<file path="src/sv/ksss_fifo.sv">
// ============================================================================
// ksss_fifo: short descriptor queue between front and back
// Two-entry register queue.
// ============================================================================
`default_nettype none

module ksss_fifo #(
  parameter int W = 8
) (
  input  wire logic         clk,
  input  wire logic         rst_n,
  input  wire logic         push,
  input  wire logic [W-1:0] push_data,
  input  wire logic         pop,
  output logic              not_empty,
  output logic [W-1:0]      pop_data
);

  logic [W-1:0] slot_r [2];
  logic         wr_ptr_r, rd_ptr_r;
  logic [1:0]   cnt_r;

  assign not_empty = (cnt_r != 2'd0);
  assign pop_data  = slot_r[rd_ptr_r];

  always_ff @(posedge clk) begin
    if (push && cnt_r != 2'd2) begin
      slot_r[wr_ptr_r] <= push_data;
    end
  end

  always_ff @(posedge clk) begin
    if (!rst_n) begin
      wr_ptr_r <= 1'b0;
      rd_ptr_r <= 1'b0;
      cnt_r    <= 2'd0;
    end else begin
      if (push && cnt_r != 2'd2) begin
        wr_ptr_r <= ~wr_ptr_r;
      end
      if (pop && not_empty) begin
        rd_ptr_r <= ~rd_ptr_r;
      end
      cnt_r <= cnt_r + {1'b0, push && cnt_r != 2'd2} - {1'b0, pop && not_empty};
    end
  end

endmodule

`default_nettype wire

</file>
<file path="config.mk">
export PLATFORM = sky130hd
export DESIGN_NAME = ksss_fifo
export DESIGN_NICKNAME = d
export VERILOG_FILES = /design/src/sv/ksss_fifo.sv
export SDC_FILE = /design/constraint.sdc
export NUM_CORES = 1
export LEC_CHECK = 0
export ABC_AREA = 1
export BUFFER_PORTS_ARGS = -buffer_cell sky130_fd_sc_hd__clkbuf_2
export CAP_MARGIN = 40
export CORE_MARGIN = 2
export CORE_UTILIZATION = 35
export DETAILED_ROUTE_END_ITERATION = 10
export GPL_ROUTABILITY_DRIVEN = 0
export HOLD_SLACK_MARGIN = 0.1
export PLACE_DENSITY = 0.53
export SLEW_MARGIN = 20
export SYNTH_ARGS = -nofsm -noshare
export SYNTH_HDL_FRONTEND = slang
export SYNTH_SLANG_ARGS = --single-unit
</file>
<file path="constraint.sdc">
create_clock -name clk -period 3.9 [get_ports clk]
set_input_delay 0.78 -clock clk [delete_from_list [all_inputs] [get_ports clk]]
set_output_delay 0.78 -clock clk [all_outputs]
set_load 0.05 [all_outputs]
</file>
# Word-level counts from Yosys, hierarchy flattened
# Memories as Yosys holds them, arrays and structs flattened. A register that Yosys moved wholly into a read port is not among the register bits.
# Index checks and enable logic that the tools add are counted.
# word_totals
output_inout_bits	9
mem_count	1
register_bits	4
in_bits	12
ramBits	16
elab_cells	16
# mem_list
name	words	width	rd	rd_clocked_by_memory_dff	write_ports	line_no	source
slot_r	2	8	1	1	1	19	logic [W-1:0] slot_r [2];
# classes
bitwise	2
n_mux	4
n_eq_ne	1
add_sub_neg	2
n_reduce_logical	3
# op_table
cell	n
$mux W1	4
$add A2 B1 Y2	1
$logic_and A1 B1 Y1	2
$ne A2 B2 Y1 const B	1
$not A1 Y1	2
$reduce_bool A2 Y1	1
$sub A2 B1 Y2	1

# Longest topological paths before layout
# logic_depth
depth_word	4
depth_mapped	11
depth_no_buf	11

# Least setup slack after synthesis
# Ideal clock, no wire load.
# synth_path
path_kind	in2reg
from	input port pop
to	register cnt_r[1]
slack_ns	2.194
setup_ns	0.115
required_time_ns	3.785
path_stages	9
n_path_buf	0
arrival_time_ns	1.591
cell_sequence	inv_1 nor2_2 ha_1 inv_1 ha_1 inv_1 nand2_1 a21oi_1 nor2_1
# synth_via
elab_chain_cells	2
# synth_lines
element	line_no	source
start: declaration	14	input wire logic pop,
$logic_and A1 B1 Y1	44	cnt_r <= cnt_r + {1'b0, push && cnt_r != 2'd2} - {1'b0, pop && not_empty};
$sub A2 B1 Y2	44	
end signal: assignment	44	
end: declaration	21	logic [1:0] cnt_r;
# Every way passes these cells.
# A chain may end at the register's enable or synchronous reset.

==> results.cfg <==
[run_status]
status = finished clean

[critical_path]
worstRegToRegCells = 10
critPathMaxFanout = 8
r2r-start = cnt_r[0]$_SDFF_PN0_
required_ps = 3120
crit_type = flip-flop to output pin
cp.arrival_ps = 1540
endpoint_kind = output pin
r2r_end = cnt_r[1]$_SDFF_PN0_
cp-start-kind = flip-flop
regToRegSetupSlack_ps = 2400

[placed_design]
hpwl_um = 948
dp_cells = 108
numPortBuffers = 20

[clocking]
htreeDepth = 1
numCtsBuffers = 3
clkSinkCount = 21
clkTransAtPathRegs_ps = 110
cts_hold_buf = 0
cts_tree = done
post_cts_buffers = 0
root_buffer = clkbuf_4
cts_resized = 0
clockBufferDepth = 2
clkLatencyLatePin_ps = 290

[yosys]
yosys_warnings = 0
synth_common_cells = edfxtp_1 (16), nand2_1 (9), mux2_4 (8)
synth_area_per_cell_um2 = 14.0
synthCells = 61
synth_area_um2 = 855
yosysMostFrequentCell = edfxtp_1
synth-main-ff-cell = edfxtp_1
syn-num-nets = 75
synth_seq_cells = 21
yosys.area.top_type = edfxtp_1
ys_seq_area_frac = 0.679
synth_top_area_frac = 0.562
synthArstFlopShare = 0
synth_cell_types = 11
synth_area_leaders = edfxtp_1 (56%), mux2_4 (14%), dfxtp_1 (12%)
synth_edf_count = 16

[sta]
period_minus_slack_ps = 2320
rsz0062_at_grt = no
finalCritPeriodShare = 0.594
worst_pin_slew_ps = 665
finalHoldViolations = 0
report.final.slew_viol_count = 0
relSlewSlack = 0.555
fmax_mhz = 432
setup_violations = 0
fin_setup_tns_ps = 0
fin_worst_skew_ps = 0.762

[pwr]
finalPower_w = 0.000703
leakage_nw = 0.449
powerDensity_nw_per_um2 = 699
max-vdd-ir-drop_mv = 0.308

[routing]
drt_iter0_markers = 10
vias_per_cell = 4.61
antenna_left = 0
num_vias = 516
routed_wl_um = 1230
drtPass1Iterations = 4
drc_errors = 0
routedWlPerCell_um = 10.9

[worst_hold_path]
min_from = rd_ptr_r$_SDFFE_PN0P_
hold_depth = 2
hold_class = flip-flop to flip-flop

[finish]
final_cell_count_no_fill = 112
fin_nets = 99
syn_to_final_growth_pct = 17.7
diodes = 0
drive_gt1_frac = 0.393

[floorplanning]
initial_core_util = 0.379
dieHeight_um = 53.4
num_rows = 17
dieArea_um2 = 2850
core_area_um2 = 2250
ios = 21
fp.dieW_um = 53.4

[grt]
grt_overflow = 0
grt_first_pass_wirelength_um = 1910
antenna_found_initial = 0
grt_pass1_vias = 464
grt_max_degree = 13
grt.total_usage = 0.102

[run]
maxCapViolCount = 0
## power breakdown
group	total [W]	switching (W)	internal, W
Combinational	0.000284	0.000191	0.0000933
Clock	0.000102	0.0000638	0.0000381
Sequential	0.000317	0.0000298	0.000287
## metrics by stage
| stage | util | hold slack (ps) | cell area (µm²) | worst slack, ps |
|---|---|---|---|---|
| after floorplan | - | 467 | 855 | 2190 |
| after global placement | 0.434 | 487 | 978 | 1920 |
| after detailed placement | 0.434 | 496 | 978 | 1880 |
| after CTS | 0.446 | 524 | 1010 | 1540 |
| after global routing | 0.446 | 576 | 1010 | 1500 |
| final | 0.446 | 519 | 1010 | 1580 |
## worst max-delay path, cell delays in order (launching register included)
cell and delay, ps:
dfxtp_1 660, mux2_4 340, clkbuf_2 240
## logic make-up after synthesis
family	after synthesis	share of synthesized area
flops	21	0.679
simple gates	20	0.0952
buf+inv	8	0.0439
mux	8	0.141
compound gates	2	0.0117
fa+ha+maj	2	0.0293
## layer usage
| layer | GRT usage | share of wire | vias to the layer above |
|---|---|---|---|
| li1 | - | - | 257 |
| met1 | 0.112 | 0.41 | 245 |
| met2 | 0.167 | 0.51 | 12 |
| met3 | 0.0254 | 0.055 | 2 |
| met4 | 0.0769 | 0.022 | 0 |
| met5 | 0 | 0 | - |
## registers in the layout (all words and copies together), names as in the netlist, named ones only
name      cells
cnt_r         2
rd_ptr_r      1
slot_r       16
wr_ptr_r      1
## worst max-delay path by stage
stage	startpoint	to	cells after the start
4_1_cts	flip-flop	pop_data[1]	2
3_5_place_dp	flip-flop	pop_data[1]	2
6_report	flip-flop	pop_data[4]	2
3_3_place_gp	flip-flop	pop_data[1]	2
5_1_grt	flip-flop	pop_data[5]	2
2_1_floorplan	pop	cnt_r[1]$_SDFF_PN0_	9
## layout make-up
cell class,instances,area (µm²)
fillers,230,1250
flip-flops and latches,21,581
multi-input cells,32,236
repair buffers,20,100
well taps,28,35.0
inverters,7,26.3
clock buffers,3,22.5
clock inverters,1,5.00
## cell usage in the layout, fill, tap and decap left out, types with 2 or more instances in the layout
cell and count:
ha_1 2, nor2_1 7, edfxtp_1 16, nand3_1 3, nand2_1 9, clkbuf_4 3, mux2_4 8, clkbuf_2 20
dfxtp_1 5, inv_1 7, a21oi_1 2
No activity file was read; power rests on OpenSTA's default activity.
