[config.mk]
export PLATFORM = sky130hd
export DESIGN_NAME = ksss_front_flat
export DESIGN_NICKNAME = d
export VERILOG_FILES = /design/src/sv/ksss_pkg.sv /design/src/sv/ksss_if.sv /design/src/sv/ksss_front.sv /design/src/flat_wrapper.sv
export SDC_FILE = /design/constraint.sdc
export NUM_CORES = 1
export LEC_CHECK = 0
export BUFFER_PORTS_ARGS = -buffer_cell sky130_fd_sc_hd__buf_2
export CAP_MARGIN = 20
export CORE_ASPECT_RATIO = 1.2
export CORE_UTILIZATION = 24
export CTS_BUF_LIST = sky130_fd_sc_hd__clkbuf_4
export CTS_CLUSTER_SIZE = 30
export DETAILED_ROUTE_END_ITERATION = 10
export GPL_TIMING_DRIVEN = 0
export PLACE_DENSITY_LB_ADDON = 0.12
export SLEW_MARGIN = 20
export SYNTH_ARGS = -nofsm -noshare
export SYNTH_HDL_FRONTEND = slang
export SYNTH_SLANG_ARGS = --single-unit
[constraint.sdc]
create_clock -name clk -period 1.5 [get_ports clk]
set_input_delay 0.075 -clock clk [delete_from_list [all_inputs] [get_ports clk]]
set_output_delay 0.075 -clock clk [all_outputs]
set_load 0.1 [all_outputs]
[src/sv/ksss_pkg.sv]
// ============================================================================
// ksss_pkg: shared types and constants for keyframe stagger stable sort
// Register indexes, set descriptor, back-end sequencer states.
// ============================================================================
`default_nettype none

package ksss_pkg;

  localparam int MAX_KEYS_DEF = 64;
  localparam int DATA_W       = 32;
  localparam int DESC_CNT_W   = 7;   // holds a count up to the largest set size
  localparam int CFG_IDX_W    = 1;

  localparam logic [CFG_IDX_W-1:0] REG_STEP = 1'd0;
  localparam logic [CFG_IDX_W-1:0] REG_FOLD = 1'd1;

  // One finished set, handed from front to back
  typedef struct packed {
    logic [DESC_CNT_W-1:0] count;
    logic [DATA_W-1:0]     step;
    logic                  fold;
  } set_desc_t;

  typedef enum logic [2:0] {
    B_IDLE,
    B_PRE_RD,
    B_PRE_MUL,
    B_PRE_ADD,
    B_SCAN,
    B_EMIT
  } back_state_t;

endpackage

`default_nettype wire

[src/sv/ksss_if.sv]
// ============================================================================
// ksss_in_if / ksss_out_if: keyframe word channels
// Valid/ready channels with keyframe payloads.
// ============================================================================
`default_nettype none

interface ksss_in_if;
  logic                         valid;
  logic                         ready;
  logic [ksss_pkg::DATA_W-1:0]  key_time;
  logic [ksss_pkg::DATA_W-1:0]  key_value;
  logic                         set_end;
  modport source (output valid, key_time, key_value, set_end, input ready);
  modport sink   (input valid, key_time, key_value, set_end, output ready);
endinterface


`default_nettype wire

[src/sv/ksss_front.sv]
// ============================================================================
// ksss_front: keyframe loader
// Stores incoming words, detects set end, snapshots configuration.
// ============================================================================
`default_nettype none

module ksss_front #(
  parameter int MaxKeys = ksss_pkg::MAX_KEYS_DEF
) (
  input  wire logic                         clk,
  input  wire logic                         rst_n,
  ksss_in_if.sink                           in_ch,
  input  wire logic [ksss_pkg::DATA_W-1:0]  step,
  input  wire logic                         fold,
  input  wire logic                         set_done,
  output logic                              wr_en,
  output logic [$clog2(MaxKeys)-1:0]        wr_addr,
  output logic                              desc_push,
  output ksss_pkg::set_desc_t               desc
);

  localparam int CW = $clog2(MaxKeys + 1);
  localparam int AW = $clog2(MaxKeys);

  logic [CW-1:0] cnt_r, cnt_inc;
  logic          busy_r;
  logic          acc, last;

  assign in_ch.ready = !busy_r;
  assign acc         = in_ch.valid && !busy_r;
  assign cnt_inc     = cnt_r + CW'(1);
  assign last        = in_ch.set_end || (cnt_inc == CW'(MaxKeys));

  assign wr_en      = acc;
  assign wr_addr    = cnt_r[AW-1:0];
  assign desc_push  = acc && last;
  assign desc.count = ksss_pkg::DESC_CNT_W'(cnt_inc);
  assign desc.step  = step;
  assign desc.fold  = fold;

  always_ff @(posedge clk) begin
    if (!rst_n) begin
      cnt_r  <= '0;
      busy_r <= 1'b0;
    end else begin
      if (acc) begin
        cnt_r <= last ? '0 : cnt_inc;
      end
      // stores are single-buffered: hold off until the back end is through
      if (desc_push) begin
        busy_r <= 1'b1;
      end else if (set_done) begin
        busy_r <= 1'b0;
      end
    end
  end

endmodule

`default_nettype wire

[src/flat_wrapper.sv]
// flat-port wrapper written by rule: the top's interface ports become plain ports
module ksss_front_flat 
#(
  parameter int MaxKeys = ksss_pkg::MAX_KEYS_DEF
)
  (clk, rst_n, step, fold, set_done, wr_en, wr_addr, desc_push, desc, in_ch_valid, in_ch_key_time, in_ch_key_value, in_ch_set_end, in_ch_ready);
  ksss_in_if in_ch_i ();
  input  wire logic clk;
  input  wire logic rst_n;
  input  wire logic [ksss_pkg::DATA_W-1:0] step;
  input  wire logic fold;
  input  wire logic set_done;
  output logic wr_en;
  output logic [$clog2(MaxKeys)-1:0] wr_addr;
  output logic desc_push;
  output ksss_pkg::set_desc_t desc;
  input wire logic [$bits(in_ch_i.valid)-1:0] in_ch_valid;
  input wire logic [$bits(in_ch_i.key_time)-1:0] in_ch_key_time;
  input wire logic [$bits(in_ch_i.key_value)-1:0] in_ch_key_value;
  input wire logic [$bits(in_ch_i.set_end)-1:0] in_ch_set_end;
  output wire logic [$bits(in_ch_i.ready)-1:0] in_ch_ready;
  assign in_ch_i.valid = in_ch_valid;
  assign in_ch_i.key_time = in_ch_key_time;
  assign in_ch_i.key_value = in_ch_key_value;
  assign in_ch_i.set_end = in_ch_set_end;
  assign in_ch_ready = in_ch_i.ready;
  ksss_front #(.MaxKeys(MaxKeys)) u_core (.clk(clk), .rst_n(rst_n), .in_ch(in_ch_i), .step(step), .fold(fold), .set_done(set_done), .wr_en(wr_en), .wr_addr(wr_addr), .desc_push(desc_push), .desc(desc));
endmodule
==> Yosys cells after proc, flatten, opt, wreduce, memory -nomap -nowiden <==
Cells that the tools add are included.
{ "word_totals": {"ff_bits": 8, "out_inout_bits": 49} }
{ "op_classes": {"addsub": 1, "eq_ne": 1, "n_mux": 3, "reduce_logical": 5} }
{ "ops": {"columns": ["op", "n"], "rows": [
  ["7-bit by 1-bit adder with 7-bit output, second input constant", 1],
  ["7-bit equality test, second input constant", 1],
  ["7-bit two-way mux", 1],
  ["1-bit logical AND", 2],
  ["1-bit two-way mux", 2],
  ["2-bit nonzero test", 1],
  ["1-bit logical NOT", 1],
  ["1-bit logical OR", 1]
]} }

==> Longest topological paths before layout <==
{ "logic_depth": {"ltp_word": 5, "ltp_mapped": 5} }

==> Least setup slack after synthesis <==
No wires, ideal clock.
{ "synth_path": {"kind": "register to register", "start": "reg u_core.cnt_r[0]", "end": "reg u_core.cnt_r[4]", "arrival_time_ns": 2.710, "slack_ns": -1.310, "stages_incl_launch_ff": 6, "path_buffers": 0, "synth_period_minus_slack_ns": 2.810, "cell_sequence": "dfxtp_1 -> ha_1 -> nand3_1 -> xnor2_1 -> nand3_1 -> o22ai_1"} }
{ "synth_lines": {"columns": ["item", "line_no", "text"], "rows": [
  ["start, declared", "ksss_front.sv:25", "logic [CW-1:0] cnt_r, cnt_inc;"],
  ["start signal, assigned", "ksss_front.sv:47", "cnt_r <= last ? '0 : cnt_inc;"]
]} }

==> Final worst setup path <==
{ "layout_path": {"start": "reg u_core.cnt_r[0]", "end": "out desc_push"} }
{ "layout_via": {"elab_chain_cells": 4} }
{ "layout_lines": {"columns": ["item", "line_no", "text"], "rows": [
  ["7-bit by 1-bit adder with 7-bit output", "ksss_front.sv:31", "assign cnt_inc = cnt_r + CW'(1);"],
  ["7-bit equality test", "ksss_front.sv:32", "assign last = in_ch.set_end || (cnt_inc == CW'(MaxKeys));"],
  ["1-bit logical OR", "ksss_front.sv:32", null],
  ["1-bit logical AND", "ksss_front.sv:36", "assign desc_push = acc && last;"],
  ["end, declared", "flat_wrapper.sv:15", "output logic desc_push;"]
]} }
No other way between the ends.

==> summary.txt <==
Route
  – Total wire length: 2280 um
  – Final ANT Viol Nets: 0
  – Vias/cell: 4.43
  – 1st-pass router iterations: 4
  – Drc violations: 0
  – Drt wl/cell: 10.9 um
  – DR vias: 921
  – Initial DRC Count: 10

Power
  – Maximum VDD drop: 0.000520 V
  – Pwr dens: 651 mW/mm^2
  – Leakage: 0.755 nW

Cells and area
  – Final #Nets: 277
  – Layout cells sized above 1: 78.5%
  – Area delta synth->final: 96.8%
  – Most frequent cells in the layout: 52 x buf_4, 45 x buf_2, 7 x nand2_1
  – Commonest non-fill, non-tap cell in the layout: buf_4
  – Fin area: 0.00156 mm^2
  – Diode count: 0

Setup path
  – Crit Path Class: flop to primary output
  – R2R Path End: u_core.busy_r
  – Worst r2r path cells: 5
  – Critical Path Start: u_core.cnt_r[0]
  – Required time of the critical path: 1.42 ns
  – Setup slack, reg-to-reg: 0.03 ns
  – Worst R2R Start: u_core.cnt_r[0]
  – Critical Path AT: 1.58 ns
  – CP Launch Type: flop
  – Worst-path fanout max: 3
  – Critical Path Sink: desc_push
  – Crit. End Element: primary output

STA
  – Final slew viol count: 0
  – Hold_ws: 0.153 ns
  – Setup WS post-layout: -0.153 ns
  – RSZ-0062 raised after global routing: yes
  – Worst Tran Pin Value: 0.490 ns
  – Skew final: 0.00251 ns
  – Final worst-path cycle share: 110%
  – Tmin final: 1.65 ns
  – Slew HR: 67.6%
  – Fin. Hold Viols: 0
  – Final Setup Violations: 1
  – Highest achievable clock rate: 605 MHz

Placed design
  – I/O Buffers: 52
  – Gpl congestion: 0.758
  – Detailed placement HPWL: 1730 um
  – Dpl cell area: 0.00121 mm^2
  – Worst slack at placement: -0.332 ns

GRT
  – First-pass GRT wire length: 3500 um
  – Total track usage: 13.2%
  – Grt ovf: 0
  – Vias in the first global route: 823
  – Initial antenna violation count: 0
  – Largest net degree at the start of global routing: 11

Synthesis
  – Seq/Total Area, Yosys: 20.3%
  – Top-area cell type share of the netlist area: 37.0%
  – Register bit total from synthesis: 8
  – Syn nets: 206
  – Yosys cell types: 28
  – Syn Inst Count: 103
  – Mapped cell area: 791 um^2
  – Synth area leader: buf_4
  – Avg Cell Area, Syn: 7.68 um^2
  – Synth top area cells: buf_4 37%, dfxtp_1 20%, nand3_1 4.4%
  – Total of warnings raised by yosys: 0

Floorplan
  – IO Count: 151
  – Row count: 22
  – Die width: 54.4 um
  – Die Area: 0.00353 mm^2
  – Core box area: 0.00311 mm^2
  – Die H: 64.9 um
  – Starting Density: 25.4%

Clocking
  – Clock transition at path regs: 0.06 ns
  – CTS Sinks: 8
  – H-tree depth reported by CTS: 1
  – CTS Buf Count: 3
  – CTS tree: built
  – Clk root buf: clkbuf_4
  – Max Buffers Root-to-Sink: 2
  – Skew-Pair Late Insertion Delay: 0.25 ns

Min path
  – HP Start: set_done
  – Hold Path Depth: 3
  – Worst hold-check path type: input pin to flop

Run status
  – Status: finished with violations
  – Failing checks: negative setup slack

Job
  – Max Cap Violations: 0
worst min-delay path by stage:
stage / endpoint / slack [ns]
2_1_floorplan: u_core.cnt_r[5] / 0.31
5_1_grt: u_core.busy_r / 0.15
3_5_place_dp: u_core.busy_r / 0.42
6_report: u_core.busy_r / 0.15
3_3_place_gp: u_core.busy_r / 0.41
4_1_cts: u_core.busy_r / 0.15
area by class of cell:
cell class / instances / area, um^2
inverter: 2 / 7.51
clock buffer: 3 / 22.5
tap: 36 / 45.0
sequential: 8 / 180
buffer: 44 / 328
fill: 303 / 1550
timing repair buffer: 66 / 465
multi-input combinational: 49 / 508
kinds of logic after synthesis:
family | synth area share (%)
buf+inv | 40.5
simple gates | 22.9
compound gates | 9.18
flops | 20.3
xor+xnor | 5.54
fa+ha+maj | 1.58
flip-flops by register name, summed over array words and instances, names as in the netlist:
name           count
u_core.cnt_r       7
u_core.busy_r      1
metrics by stage:
stage | cells | power (mW) | TNS [ns] | utilization [%]
2_1_floorplan | 103 | 0.776 | -0.542 | -
3_3_place_gp | 191 | 0.836 | -0.668 | 39.0
3_5_place_dp | 191 | 0.838 | -0.770 | 39.0
4_1_cts | 202 | 1.01 | -0.178 | 45.7
5_1_grt | 208 | 1.06 | -0.296 | 50.0
6_report | 208 | 1.01 | -0.153 | 50.0
worst max-delay path: stages (launching register included):
cell,delay (ns)
dfxtp_4,0.36
ha_4,0.17
and4_4,0.15
a211o_4,0.32
and2_4,0.17
buf_12,0.16
routing by layer:
metal  global-route usage, %  wire length [um]
met2                    23.5              1190
met5                       0                 0
met1                    14.7               880
met3                    2.11               180
met4                    5.77                22
synth_stat cells:
| cell type | n |
|---|---|
| nand3b_1 | 1 |
| a311o_1 | 1 |
| nor2b_1 | 1 |
| dfxtp_1 | 8 |
| clkbuf_2 | 1 |
| ha_1 | 1 |
| xor2_1 | 3 |
| buf_4 | 39 |
| nor2_1 | 5 |
| nor4_1 | 2 |
| o221ai_1 | 1 |
| a21oi_1 | 1 |
| a31o_1 | 1 |
| o21ai_0 | 1 |
| and4b_1 | 1 |
| nor4bb_1 | 2 |
| nor3b_1 | 1 |
| nand4_1 | 1 |
| xnor2_1 | 2 |
| inv_1 | 2 |
| and4_4 | 1 |
| nor3_1 | 1 |
| a211o_2 | 1 |
| o22ai_1 | 4 |
| nand2_1 | 9 |
| clkbuf_1 | 4 |
| nand3_1 | 7 |
| and2_2 | 1 |
power by group:
group / total [mW] / switching [mW] / internal (mW)
Combinational: 0.630 / 0.500 / 0.131
Clock: 0.168 / 0.0761 / 0.0918
Sequential: 0.215 / 0.00538 / 0.210
Total: 1.01 / 0.581 / 0.432
repair_timing:
| action | in CTS | in global routing |
|---|---|---|
| buffers inserted | 8 | 6 |
| setup endpoints to repair | 9 | 8 |
| gates resized for setup | 35 | 19 |
| pin swaps | 6 | 8 |
| hold buffers | 0 | 0 |
No activity file was read; power rests on OpenSTA's default activity.
