File: src/sv/ksss_pkg.sv
// ============================================================================
// ksss_pkg: shared types and constants for keyframe stagger stable sort
// Register indexes, set descriptor, back-end sequencer states.
// ============================================================================
`default_nettype none

package ksss_pkg;

  localparam int MAX_KEYS_DEF = 64;
  localparam int DATA_W       = 32;
  localparam int DESC_CNT_W   = 7;   // holds a count up to the largest set size
  localparam int CFG_IDX_W    = 1;

  localparam logic [CFG_IDX_W-1:0] REG_STEP = 1'd0;
  localparam logic [CFG_IDX_W-1:0] REG_FOLD = 1'd1;

  // One finished set, handed from front to back
  typedef struct packed {
    logic [DESC_CNT_W-1:0] count;
    logic [DATA_W-1:0]     step;
    logic                  fold;
  } set_desc_t;

  typedef enum logic [2:0] {
    B_IDLE,
    B_PRE_RD,
    B_PRE_MUL,
    B_PRE_ADD,
    B_SCAN,
    B_EMIT
  } back_state_t;

endpackage

`default_nettype wire

File: src/sv/ksss_if.sv
// ============================================================================
// ksss_in_if / ksss_out_if: keyframe word channels
// Valid/ready channels with keyframe payloads.
// ============================================================================
`default_nettype none


interface ksss_out_if;
  logic                         valid;
  logic                         ready;
  logic [ksss_pkg::DATA_W-1:0]  sorted_time;
  logic [ksss_pkg::DATA_W-1:0]  sorted_value;
  logic                         run_end;
  modport source (output valid, sorted_time, sorted_value, run_end, input ready);
  modport sink   (input valid, sorted_time, sorted_value, run_end, output ready);
endinterface

`default_nettype wire

File: src/sv/ksss_back.sv
// ============================================================================
// ksss_back: stagger and ordered emission
// Shifts stored times, then picks the next key per scan and emits it.
// ============================================================================
`default_nettype none

module ksss_back #(
  parameter int MaxKeys = ksss_pkg::MAX_KEYS_DEF
) (
  input  wire logic                         clk,
  input  wire logic                         rst_n,
  input  wire logic                         desc_avail,
  input  wire ksss_pkg::set_desc_t          desc,
  output logic                              desc_pop,
  output logic                              set_done,
  output logic [$clog2(MaxKeys)-1:0]        time_raddr,
  input  wire logic [ksss_pkg::DATA_W-1:0]  time_rdata,
  output logic                              key_we,
  output logic [$clog2(MaxKeys)-1:0]        key_waddr,
  output logic [ksss_pkg::DATA_W-1:0]       key_wdata,
  output logic [$clog2(MaxKeys)-1:0]        scan_raddr,
  input  wire logic [ksss_pkg::DATA_W-1:0]  key_rdata,
  input  wire logic [ksss_pkg::DATA_W-1:0]  val_rdata,
  ksss_out_if.source                        out_ch
);

  localparam int CW = $clog2(MaxKeys + 1);
  localparam int AW = $clog2(MaxKeys);
  localparam int DW = ksss_pkg::DATA_W;
  localparam int PW = CW + 1 + DW;   // product width
  localparam int SW = PW + 1;        // sum width

  ksss_pkg::back_state_t state_r, state_nxt;

  logic [CW-1:0]        n_r, j_r, iss_r, pos_r, rd_idx_r;
  logic [DW-1:0]        step_r;
  logic                 fold_r, sort_en;
  logic                 rd_v_r;
  logic signed [PW-1:0] prod_r;
  logic [DW-1:0]        traw_r;
  logic [CW-1:0]        rev, fidx;
  logic signed [SW-1:0] sum;
  logic [DW-1:0]        shifted;
  logic                 best_v_r, have_last_r;
  logic [DW-1:0]        best_t_r, best_val_r, last_t_r;
  logic [CW-1:0]        best_i_r, last_i_r;
  logic                 after_last, better;
  logic                 out_v_r, out_free;
  logic [DW-1:0]        out_t_r, out_val_r;
  logic                 out_end_r;

  function automatic logic key_lt(input logic en, input logic [DW-1:0] a,
                                  input logic [CW-1:0] ia, input logic [DW-1:0] b,
                                  input logic [CW-1:0] ib);
    if (en) begin
      return ($signed(a) < $signed(b)) || (a == b && ia < ib);
    end
    return ia < ib;
  endfunction

  assign sort_en = (n_r >= CW'(2)) && (step_r != '0);

  // ping-pong index fold
  assign rev  = n_r - CW'(1) - j_r;
  assign fidx = (fold_r && rev < j_r) ? rev : j_r;

  assign sum = SW'(signed'(traw_r)) + SW'(prod_r);
  always_comb begin
    if (sum[SW-1:DW-1] == '0 || sum[SW-1:DW-1] == '1) begin
      shifted = sum[DW-1:0];
    end else if (sum[SW-1]) begin
      shifted = {1'b1, {(DW-1){1'b0}}};
    end else begin
      shifted = {1'b0, {(DW-1){1'b1}}};
    end
  end

  assign time_raddr = j_r[AW-1:0];
  assign key_waddr  = j_r[AW-1:0];
  assign key_wdata  = sort_en ? shifted : traw_r;
  assign scan_raddr = iss_r[AW-1:0];

  assign after_last = !have_last_r ||
                      key_lt(sort_en, last_t_r, last_i_r, key_rdata, rd_idx_r);
  assign better     = !best_v_r ||
                      key_lt(sort_en, key_rdata, rd_idx_r, best_t_r, best_i_r);

  assign out_free     = !out_v_r || out_ch.ready;
  assign out_ch.valid        = out_v_r;
  assign out_ch.sorted_time  = out_t_r;
  assign out_ch.sorted_value = out_val_r;
  assign out_ch.run_end      = out_end_r;

  always_comb begin
    state_nxt = state_r;
    desc_pop  = 1'b0;
    set_done  = 1'b0;
    key_we    = 1'b0;
    unique case (state_r)
      ksss_pkg::B_IDLE: begin
        if (desc_avail) begin
          desc_pop  = 1'b1;
          state_nxt = ksss_pkg::B_PRE_RD;
        end
      end
      ksss_pkg::B_PRE_RD:  state_nxt = ksss_pkg::B_PRE_MUL;
      ksss_pkg::B_PRE_MUL: state_nxt = ksss_pkg::B_PRE_ADD;
      ksss_pkg::B_PRE_ADD: begin
        key_we    = 1'b1;
        state_nxt = (j_r == n_r - CW'(1)) ? ksss_pkg::B_SCAN : ksss_pkg::B_PRE_RD;
      end
      ksss_pkg::B_SCAN: begin
        if (iss_r == n_r && !rd_v_r) begin
          state_nxt = ksss_pkg::B_EMIT;
        end
      end
      ksss_pkg::B_EMIT: begin
        if (out_free) begin
          if (pos_r == n_r - CW'(1)) begin
            set_done  = 1'b1;
            state_nxt = ksss_pkg::B_IDLE;
          end else begin
            state_nxt = ksss_pkg::B_SCAN;
          end
        end
      end
      default: state_nxt = ksss_pkg::B_IDLE;
    endcase
  end

  always_ff @(posedge clk) begin
    if (!rst_n) begin
      state_r <= ksss_pkg::B_IDLE;
      rd_v_r  <= 1'b0;
      out_v_r <= 1'b0;
    end else begin
      state_r <= state_nxt;
      rd_v_r  <= (state_r == ksss_pkg::B_SCAN) && (iss_r != n_r);
      if (state_r == ksss_pkg::B_EMIT && out_free) begin
        out_v_r <= 1'b1;
      end else if (out_ch.ready) begin
        out_v_r <= 1'b0;
      end
    end
  end

  always_ff @(posedge clk) begin
    rd_idx_r <= iss_r;
    unique case (state_r)
      ksss_pkg::B_IDLE: begin
        n_r         <= CW'(desc.count);
        step_r      <= desc.step;
        fold_r      <= desc.fold;
        j_r         <= '0;
        pos_r       <= '0;
        iss_r       <= '0;
        best_v_r    <= 1'b0;
        have_last_r <= 1'b0;
      end
      ksss_pkg::B_PRE_RD: begin
      end
      ksss_pkg::B_PRE_MUL: begin
        traw_r <= time_rdata;
        prod_r <= signed'({1'b0, fidx}) * signed'(step_r);
      end
      ksss_pkg::B_PRE_ADD: begin
        j_r <= j_r + CW'(1);
      end
      ksss_pkg::B_SCAN: begin
        if (iss_r != n_r) begin
          iss_r <= iss_r + CW'(1);
        end
        if (rd_v_r && after_last && better) begin
          best_v_r   <= 1'b1;
          best_t_r   <= key_rdata;
          best_i_r   <= rd_idx_r;
          best_val_r <= val_rdata;
        end
      end
      ksss_pkg::B_EMIT: begin
        if (out_free) begin
          out_t_r     <= best_t_r;
          out_val_r   <= best_val_r;
          out_end_r   <= (pos_r == n_r - CW'(1));
          last_t_r    <= best_t_r;
          last_i_r    <= best_i_r;
          have_last_r <= 1'b1;
          pos_r       <= pos_r + CW'(1);
          iss_r       <= '0;
          best_v_r    <= 1'b0;
        end
      end
      default: begin
      end
    endcase
  end

endmodule

`default_nettype wire

File: src/flat_wrapper.sv
// flat-port wrapper written by rule: the top's interface ports become plain ports
module ksss_back_flat 
#(
  parameter int MaxKeys = ksss_pkg::MAX_KEYS_DEF
)
  (clk, rst_n, desc_avail, desc, desc_pop, set_done, time_raddr, time_rdata, key_we, key_waddr, key_wdata, scan_raddr, key_rdata, val_rdata, out_ch_valid, out_ch_sorted_time, out_ch_sorted_value, out_ch_run_end, out_ch_ready);
  ksss_out_if out_ch_i ();
  input  wire logic clk;
  input  wire logic rst_n;
  input  wire logic desc_avail;
  input  wire ksss_pkg::set_desc_t desc;
  output logic desc_pop;
  output logic set_done;
  output logic [$clog2(MaxKeys)-1:0] time_raddr;
  input  wire logic [ksss_pkg::DATA_W-1:0] time_rdata;
  output logic key_we;
  output logic [$clog2(MaxKeys)-1:0] key_waddr;
  output logic [ksss_pkg::DATA_W-1:0] key_wdata;
  output logic [$clog2(MaxKeys)-1:0] scan_raddr;
  input  wire logic [ksss_pkg::DATA_W-1:0] key_rdata;
  input  wire logic [ksss_pkg::DATA_W-1:0] val_rdata;
  output wire logic [$bits(out_ch_i.valid)-1:0] out_ch_valid;
  output wire logic [$bits(out_ch_i.sorted_time)-1:0] out_ch_sorted_time;
  output wire logic [$bits(out_ch_i.sorted_value)-1:0] out_ch_sorted_value;
  output wire logic [$bits(out_ch_i.run_end)-1:0] out_ch_run_end;
  input wire logic [$bits(out_ch_i.ready)-1:0] out_ch_ready;
  assign out_ch_valid = out_ch_i.valid;
  assign out_ch_sorted_time = out_ch_i.sorted_time;
  assign out_ch_sorted_value = out_ch_i.sorted_value;
  assign out_ch_run_end = out_ch_i.run_end;
  assign out_ch_i.ready = out_ch_ready;
  ksss_back #(.MaxKeys(MaxKeys)) u_core (.clk(clk), .rst_n(rst_n), .desc_avail(desc_avail), .desc(desc), .desc_pop(desc_pop), .set_done(set_done), .time_raddr(time_raddr), .time_rdata(time_rdata), .key_we(key_we), .key_waddr(key_waddr), .key_wdata(key_wdata), .scan_raddr(scan_raddr), .key_rdata(key_rdata), .val_rdata(val_rdata), .out_ch(out_ch_i));
endmodule
File: config.mk
export PLATFORM = sky130hd
export DESIGN_NAME = ksss_back_flat
export DESIGN_NICKNAME = d
export VERILOG_FILES = /design/src/sv/ksss_pkg.sv /design/src/sv/ksss_if.sv /design/src/sv/ksss_back.sv /design/src/flat_wrapper.sv
export SDC_FILE = /design/constraint.sdc
export NUM_CORES = 1
export LEC_CHECK = 0
export BUFFER_PORTS_ARGS = -buffer_cell sky130_fd_sc_hd__buf_2
export CAP_MARGIN = 10
export CORE_MARGIN = 3
export CORE_UTILIZATION = 35
export CTS_BUF_LIST = sky130_fd_sc_hd__clkbuf_4
export DETAILED_ROUTE_END_ITERATION = 10
export PLACE_DENSITY = 0.56
export SETUP_SLACK_MARGIN = 0.05
export SLEW_MARGIN = 20
export SYNTH_ARGS = -nofsm -noshare
export SYNTH_HDL_FRONTEND = slang
export SYNTH_SLANG_ARGS = --single-unit
export TNS_END_PERCENT = 5
File: constraint.sdc
create_clock -name clk -period 25.8 [get_ports clk]
set_input_delay 0 -clock clk [delete_from_list [all_inputs] [get_ports clk]]
set_output_delay 0 -clock clk [all_outputs]
set_load 0.01 [all_outputs]
# Word-level counts from Yosys, hierarchy flattened
# Index checks and enable logic that the tools add are counted.
op_classes:
  add_sub_neg: 6
  n_reduce_logical: 32
  eq_ne: 17
  n_mul: 1
  n_lt_le_gt_ge: 6
  muxes: 34
op_table:
  columns: ["cell", "count"]
  rows:
  - ["two-way mux 32 bit", 3]
  - ["equality test 32 bit", 2]
  - ["< comparator 32 bit", 2]
  - ["adder 32 x 40 -> 41 bit", 1]
  - ["multiplier 8 x 32 -> 40 bit", 1]
  - ["nonzero test 32 bit", 1]
  - ["two-way mux 7 bit", 4]
  - ["case mux 7 bit (2 select lines)", 2]
  - ["adder 7 x 1 -> 7 bit (second input constant)", 3]
  - ["equality test 7 bit", 3]
  - ["< comparator 7 bit", 3]
  - ["case mux 7 bit (3 select lines)", 1]
  - ["case mux 3 bit (6 select lines)", 1]
  - ["two-way mux 1 bit", 16]
  - ["two-way mux 3 bit", 5]
  - ["equality test 10 bit (second input constant)", 1]
  - ["zero test 10 bit", 1]
  - ["logical AND 1 bit", 9]
  - ["AND reduction 3 bit", 3]
  - ["greater-or-equal comparator 7 x 2 -> 1 bit (second input constant)", 1]
  - ["!= test 7 bit", 1]
  - ["subtractor 7 x 1 -> 7 bit (second input constant)", 1]
  - ["subtractor 7 bit", 1]
  - ["equality test 3 x 2 -> 1 bit (second input constant)", 2]
  - ["12 further kinds", 28]
totals:
  input_bits: 140
  wordCells: 117
  ff_bits: 290
  out_inout_bits: 119

# Longest topological paths before layout
# Gate-level depths: netlist of the first run.
logic_depth:
  depth_word: 10
  mapped_depth: 39
  depth_no_buf: 36

# Worst setup path after synthesis of the first run
# No wires, ideal clock.
synth_timing:
  kind: "register -> register"
  from: "reg u_core.n_r[0]"
  to: "reg u_core.prod_r[39] (data pin)"
  n_path_buf: 2
  setup_slack_ps: 17189
  arrival_time_ps: 8351
  stages_incl_launch_ff: 37
  synth_period_minus_slack_ps: 8611
  required_time_ps: 25540
  setup_time_ps: 260
  cell_sequence: "edfxtp_1 -> inv_1 -> ha_1 -> xor2_1 -> ha_1 -> a21o_1 -> a21oi_1 -> o21bai_1 -> a21oi_1 -> xor2_1 -> ha_1 -> o21ai_0 -> nand3b_1 -> clkbuf_1 -> mux2i_1 -> clkbuf_1 -> nor2b_1 -> fa_1 -> inv_1 -> fa_1 -> inv_1 -> fa_1 -> inv_1 -> fa_1 -> inv_1 -> ha_1 -> a21o_1 -> a21oi_1 -> a31oi_1 -> a2111oi_4 -> o22ai_1 -> or4_1 -> a31oi_2 -> o2111ai_1 -> a21oi_1 -> o21ba_2 -> xnor2_1"
synth_via:
  elab_chain_len: 6
synth_rtl:
  columns: ["element", "line_no", "rtl"]
  rows:
  - ["from (decl)", "ksss_back.sv:35", "logic [CW-1:0] n_r, j_r, iss_r, pos_r, rd_idx_r;"]
  - ["from (signal assigned)", "ksss_back.sv:151", "n_r <= CW'(desc.count);"]
  - ["subtractor 7 x 1 -> 7 bit *", "ksss_back.sv:64", "assign rev = n_r - CW'(1) - j_r;"]
  - ["subtractor 7 bit *", "ksss_back.sv:64", null]
  - ["< comparator 7 bit", "ksss_back.sv:65", "assign fidx = (fold_r && rev < j_r) ? rev : j_r;"]
  - ["logical AND 1 bit", "ksss_back.sv:65", null]
  - ["two-way mux 7 bit *", "ksss_back.sv:65", null]
  - ["multiplier 8 x 32 -> 40 bit *", "ksss_back.sv:164", "prod_r <= signed'({1'b0, fidx}) * signed'(step_r);"]
  - ["to (signal assigned)", "ksss_back.sv:164", null]
  - ["to (decl)", "ksss_back.sv:39", "logic signed [PW-1:0] prod_r;"]
# Mark *: on every way between the ends. The rest lies on a longest branch, timed or not.
# A chain may end at the register's enable or synchronous reset.

# Final worst setup path of the first run
# Ends and elaborated chain as after synthesis.

==> results.txt, run 1 <==
Crit path top cell by count - inv_1
WL per Instance - 17.2 um
Synth cell types - 82
Filler cells - 6203
number of I/O port buffers - 258
Final #Nets - 3257
RSZ-0062 raised after global routing - no
Clock Root Buffer - clkbuf_4
vias in the first global route - 18600
post-DP HPWL - 47400 um
delay of the slowest critical-path stage - 0.57 ns
first-pass GRT wire length - 102000 um
post-synthesis instance area - 23200 um2
final hold violation count - 0
crit path from - u_core.n_r[0]$_DFFE_PP_
Final setup viols - 0
final WL - 63100 um
Mapped Cells - 2177
first drt pass iteration count - 5
Area contributors post-synth - edfxtp_1, fa_1, ha_1
Vias - 17600
Syn Area/Cell - 10.6 um2
Worst Max-Slew Pin Slew - 1.10 ns
Synth area leader - edfxtp_1
Ports - 259
Via-to-Cell Ratio - 4.81
Die Span X - 263 um
Post-synth EDFFs - 278
antenna violations before repair - 4
number of synthesized register bits - 290
die area - 69300 um2
Main synth FF type - edfxtp_1
core region area - 64900 um2
syn nets - 2700
Design Area, Final - 29100 um2
CTS H-tree lvls - 3
Hold Path Origin - out_ch_ready
worst path bufs/invs - 6
Post-DP Area - 25300 um2
min-delay worst type - in2reg
top-area cell type share of the netlist area - 36.0%
GRT overflow - 0
std cell rows - 93
clock transition at the registers of the reported paths - 0.07 ns
Max Cap Violations - 0
CTS resizes - 0
Worst Setup End Kind - register
clock skew - 0.0865 ns
Iteration-0 DRC Markers - 1018
final antenna-violating net count - 0
CP Data Arrival Time - 10.24 ns
worst-path fanout max - 32
clock sink total - 290
DRC viols - 0
critical path's slowest cell - or4_1
Max Transition Viols Final - 0
deepest clock path buffer count - 3
Crit Path Category - reg2reg
CTS Buf Count - 82
initial core utilization - 35.7%
Max Freq - 103 MHz
Top Family by Delay on Critical Path - adder cells
area grow syn2layout - 25.8%
Synthesis Warnings - 0
GP Congestion - 0.866
Clk Latency, worst-skew pair - 0.83 ns
minimum clock period - 9.74 ns
Final period util - 37.7%
post-synthesis sequential area ratio - 37.1%
Slew HR - 27.0%
status - finished clean
R2R Path Start - u_core.n_r[0]$_DFFE_PP_
Startpoint Class - register
chip height - 263 um
Setup TNS - 0 ns
Post-synth ARST share - 0%
CTS tree - built
overall routing resource usage - 18.2%
layout cells sized above 1 - 15.5%
largest net degree at the start of global routing - 75
WP data required - 26.31 ns
[cells by family after synthesis]
kind of cell / synth area share (%)
xor+xnor: 4.24
mux: 0.394
flops: 37.1
buf+inv: 6.72
fa+ha+maj: 26.1
compound gates: 10.9
simple gates: 14.6
[stage by stage]
step / setup WS (ns) / hold WS, ns / std cells / utilization [%]
2_1_floorplan: 17.19 / 0.0989 / 2177 / -
5_1_grt: 15.55 / 0.170 / 3660 / 44.9
6_report: 16.07 / 0.187 / 3660 / 44.9
4_1_cts: 16.08 / 0.0934 / 3657 / 44.9
3_5_place_dp: 16.18 / 0.178 / 3229 / 39.0
3_3_place_gp: 16.25 / 0.177 / 3229 / 39.0
[repair_timing]
action / 4_1_cts / 5_1_grt
hold buffers: 276 / 0
endpoints found under the hold margin: 142 / 0
setup buffers: 0 / 0
[layout make-up]
cell class              count  area [um2]  share of cell area [%]
diodes                      3        7.51                  0.0258
well taps                 855        1070                    3.67
clock buffers             110         826                    2.83
inverters                 315        1180                    4.06
repair buffers            545        4140                    14.2
clock inverters            42         240                   0.824
flip-flops and latches    290        8590                    29.5
multi-input cells        1500       13100                    44.9
[state kept, by name (all words and copies together) (netlist names), 3 cells and up]
register	flops
u_core.last_i_r	7
u_core.rd_idx_r	7
u_core.last_t_r	32
u_core.prod_r	40
u_core.state_r	3
u_core.out_ch.sorted_value	32
u_core.best_val_r	32
u_core.best_t_r	32
u_core.n_r	7
u_core.traw_r	32
u_core.iss_r	7
u_core.step_r	32
u_core.best_i_r	7
u_core.j_r	7
u_core.pos_r	7
[worst reg2reg max path: cells and delay by family, from the launching register on]
kind / cells / cell delay (ns)
AO/OA/AOI/OAI: 14 / 2.84
XOR/XNOR: 3 / 0.56
adder cells (fa/ha/maj): 8 / 3.27
buffers and inverters: 6 / 0.75
flip-flops: 1 / 0.49
multiplexers: 1 / 0.32
AND/OR/NAND/NOR: 3 / 1.16
[path summary, 6_finish.rpt]
kind / cells after the start / end / slack, ns
worst max-delay path: 35 / u_core.prod_r[39]$_DFFE_PP_ / 16.07
worst min-delay path: 4 / u_core.out_ch.valid$_SDFFE_PN0P_ / 0.19
worst max register to register: 35 / u_core.prod_r[39]$_DFFE_PP_ / 16.07
worst min register to register: 0 / u_core.out_ch.sorted_value[18]$_DFFE_PP_ / 0.37
[metal layers]
layer,global-route usage [%],part of all wire (%),up-vias
met5,0,0.021,-
met4,6.33,3.0,2
met3,3.60,4.8,117
met2,28.6,45,423
met1,25.0,48,8459
li1,-,-,8599
[cell usage after synthesis, drive strengths merged, types with 4 or more instances]
master / number
a21oi: 136
o211ai: 9
or3: 7
a21o: 57
and2: 40
nand4: 31
a31oi: 8
nor2b: 189
fa: 168
o21a: 20
a22oi: 4
a31o: 6
inv: 315
nor4: 25
a211oi: 13
a221oi: 4
nand3: 31
or2: 4
clkbuf: 45
o21bai: 22
ha: 215
a2111oi: 4
o21ai: 60
mux2i: 8
nand2: 71
dfxtp: 12
and3: 12
nand2b: 42
edfxtp: 278
a211o: 8
o211a: 4
o22ai: 5
xor2: 35
nor3: 16
xnor2: 75
buf: 27
nor2: 130
[cell usage in the layout, fill, tap and decap left out, types with 74 or more instances in the layout]
| master | n |
|---|---|
| dlygate4sd3_1 | 276 |
| ha_1 | 215 |
| fa_1 | 168 |
| inv_1 | 314 |
| a21oi_1 | 134 |
| nor2b_1 | 189 |
| clkbuf_4 | 110 |
| xnor2_1 | 74 |
| edfxtp_1 | 278 |
| buf_2 | 258 |
| nor2_1 | 129 |
Power of run 1 is left out: the tool's default activity adds up to more than one toggle a clock period on the data nets, which glitch-free logic cannot reach.
==> run 2, diff against run 1 <==
--- a/config.mk
+++ b/config.mk
@@ -5,13 +5,14 @@
 export SDC_FILE = /design/constraint.sdc
 export NUM_CORES = 1
 export LEC_CHECK = 0
+export ABC_AREA = 1
 export BUFFER_PORTS_ARGS = -buffer_cell sky130_fd_sc_hd__buf_2
 export CAP_MARGIN = 10
 export CORE_MARGIN = 3
 export CORE_UTILIZATION = 35
 export CTS_BUF_LIST = sky130_fd_sc_hd__clkbuf_4
 export DETAILED_ROUTE_END_ITERATION = 10
-export PLACE_DENSITY = 0.56
+export PLACE_DENSITY = 0.58
 export SETUP_SLACK_MARGIN = 0.05
 export SLEW_MARGIN = 20
 export SYNTH_ARGS = -nofsm -noshare
==> constraint.sdc (replaced) <==
create_clock -name clk -period 8.7 [get_ports clk]
set_input_delay 0 -clock clk [delete_from_list [all_inputs] [get_ports clk]]
set_output_delay 0 -clock clk [all_outputs]
set_load 0.01 [all_outputs]
==> results.txt, run 2 <==
status - finished clean
overall routing resource usage - 18.0% (-0.15 points)
number of synthesized register bits - 290 (unchanged)
max reg flops - 40 (unchanged)
most common cell after layout, fill and taps aside - inv_1
number of I/O port buffers - 258 (unchanged)
Final setup viols - 0 (unchanged)
Design Area, Final - 29900 um2 (+2.7%)
Synth top cells by count - inv_1, nand2_1, nor2_1
WP data required - 9.21 ns (-17.10 ns)
Worst Setup End Kind - register
Worst Max-Slew Pin Slew - 1.07 ns (-0.0273 ns)
Post-synth ARST share - 0% (unchanged)
register area - 8590 um2 (unchanged)
final antenna-violating net count - 0 (unchanged)
GP Congestion - 0.898 (+3.7%)
Top Family by Delay on Critical Path - adder cells
Die Span X - 266 um (+1.2%)
std cell rows - 94 (+1.1%)
CTS H-tree lvls - 3 (unchanged)
syn nets - 3147 (+17%)
Ports - 259 (unchanged)
Clock Root Buffer - clkbuf_4
first drt pass iteration count - 5 (unchanged)
worst path bufs/invs - 8 (+2)
CP Data Arrival Time - 8.62 ns (-1.62 ns)
WL per Instance - 15.4 um (-11%)
RSZ-0062 raised after global routing - yes
Synth cell types - 51 (-38%)
post-synthesis instance area - 23700 um2 (+2.4%)
top-area cell type share of the netlist area - 35.2% (-0.86 points)
Max Cap Violations - 0 (unchanged)
Max Freq - 123 MHz (+20%)
layout cells sized above 1 - 17.6% (+2.1 points)
clock skew - 0.0793 ns (-0.00718 ns)
Post-DP Area - 26000 um2 (+2.8%)
post-synthesis sequential area ratio - 36.2% (-0.88 points)
DRC viols - 0 (unchanged)
deepest clock path buffer count - 3 (unchanged)
CTS Buf Count - 85 (+3.7%)
Reg with most FFs - u_core.prod_r
most common cell in the netlist - inv_1
clock transition at the registers of the reported paths - 0.06 ns (about the same)
final hold violation count - 0 (unchanged)
Iteration-0 DRC Markers - 964 (-5.3%)
chip height - 266 um (+1.2%)
Max Transition Viols Final - 0 (unchanged)
min-delay worst type - in2reg
Crit Path Category - reg2reg
Filler cells - 6423 (+3.5%)
Setup TNS - 0 ns (unchanged)
Synth area leader - edfxtp_1
Slew HR - 28.8% (+1.8 points)
largest net degree at the start of global routing - 75 (unchanged)
minimum clock period - 8.11 ns (-1.62 ns)
area grow syn2layout - 26.1%
Clk Latency, worst-skew pair - 0.84 ns (about the same)
Mapped Cells - 2624 (+21%)
critical path's slowest cell - fa_1
post-DP HPWL - 49000 um (+3.5%)
Via-to-Cell Ratio - 4.57 (-4.9%)
Post-synth EDFFs - 278 (unchanged)
delay of the slowest critical-path stage - 0.55 ns (-0.02 ns)
GRT overflow - 0 (unchanged)
Vias - 19000 (+7.8%)
Main synth FF type - edfxtp_1
Syn Area/Cell - 9.04 um2 (-15%)
area occupied by multi-input gates - 12900 um2 (-1.5%)
Crit path top cell by count - inv_1
Startpoint Class - register
Synthesis Warnings - 0 (unchanged)
core region area - 66500 um2 (+2.3%)
Area contributors post-synth - edfxtp_1, fa_1, ha_1
initial core utilization - 35.7% (about the same)
vias in the first global route - 19300 (+3.4%)
Final #Nets - 3739 (+15%)
Final period util - 93.2% (+55 points)
CTS tree - built
clock sink total - 290 (unchanged)
die area - 71000 um2 (+2.4%)
most frequent cells in the layout - inv_1, nand2_1, nor2_1, edfxtp_1, dlygate4sd3_1
worst-path fanout max - 27 (-16%)
first-pass GRT wire length - 101000 um (-0.15%)
final WL - 63900 um (+1.3%)
antenna violations before repair - 3 (-1)
[run 2: cell types whose count changed in the layout (fill, tap and decap cells not counted), sizes merged, moves of 40 or more]
cell,before,now
inv,318,547
nand2b,42,0
a21o,57,3
nor2b,189,0
xnor2,75,35
nand2,71,457
nor2,130,385
[run 2: layout make-up]
type,instances,area share [%]
inverters,545,6.83
flip-flops and latches,290,28.7
clock inverters,23,0.456
clock buffers,128,3.21
multi-input cells,1743,43.1
repair buffers,551,14.1
well taps,864,3.61
diodes,4,0.0334
[run 2: worst paths after layout]
path,slack (ns),start,end,depth (start not counted)
max,0.59,u_core.n_r[0]$_DFFE_PP_,u_core.prod_r[34]$_DFFE_PP_,35
min,0.11,rst_n,u_core.state_r[1]$_SDFFE_PN0P_,4
max reg2reg,0.59,u_core.n_r[0]$_DFFE_PP_,u_core.prod_r[34]$_DFFE_PP_,35
min reg2reg,0.41,u_core.best_val_r[14]$_DFFE_PP_,u_core.out_ch.sorted_value[14]$_DFFE_PP_,0
[run 2: per-stage QoR]
stage | std cells | setup WS [ns] | utilization, % | hold slack (ns)
floorplan | 2624 | 0.864 | - | 0.0989
global placement | 3715 | 0.260 | 39.1 | 0.177
detailed placement | 3715 | 0.141 | 39.1 | 0.178
CTS | 4142 | 0.130 | 44.9 | 0.0176
global route | 4148 | 0.0320 | 45.0 | 0.0601
finish | 4148 | 0.589 | 45.0 | 0.107
[run 2: kinds of logic after synthesis]
| logic type | after synthesis | share of synthesized area (%) |
|---|---|---|
| xor+xnor | 90 | 3.32 |
| fa+ha+maj | 383 | 25.5 |
| simple gates | 985 | 17.9 |
| flops | 290 | 36.2 |
| compound gates | 284 | 7.13 |
| buf+inv | 592 | 9.95 |
[run 2: per-layer routing]
| metal | track usage [%] | part of all wire, % | vias to the layer above |
|---|---|---|---|
| met5 | 0 | 0 | - |
| met4 | 6.99 | 3.3 | 0 |
| met3 | 2.63 | 4.2 | 126 |
| met2 | 29.4 | 46 | 435 |
| met1 | 24.3 | 46 | 8807 |
| li1 | - | - | 9605 |
[run 2: tightest hold or removal path, stage by stage]
cell and delay, ns:
dlygate4sd3_1 0.55, buf_2 0.11, inv_1 0.08, nor2_1 0.11
[run 2: what timing repair did]
| item | 4_1_cts | 5_1_grt |
|---|---|---|
| endpoints found under the setup margin | 0 | 23 |
| gates resized for setup | 0 | 10 |
| setup buffers | 0 | 1 |
| endpoints found under the hold margin | 141 | 0 |
| hold buffers | 276 | 0 |
Power of run 2 is left out for the same reason.
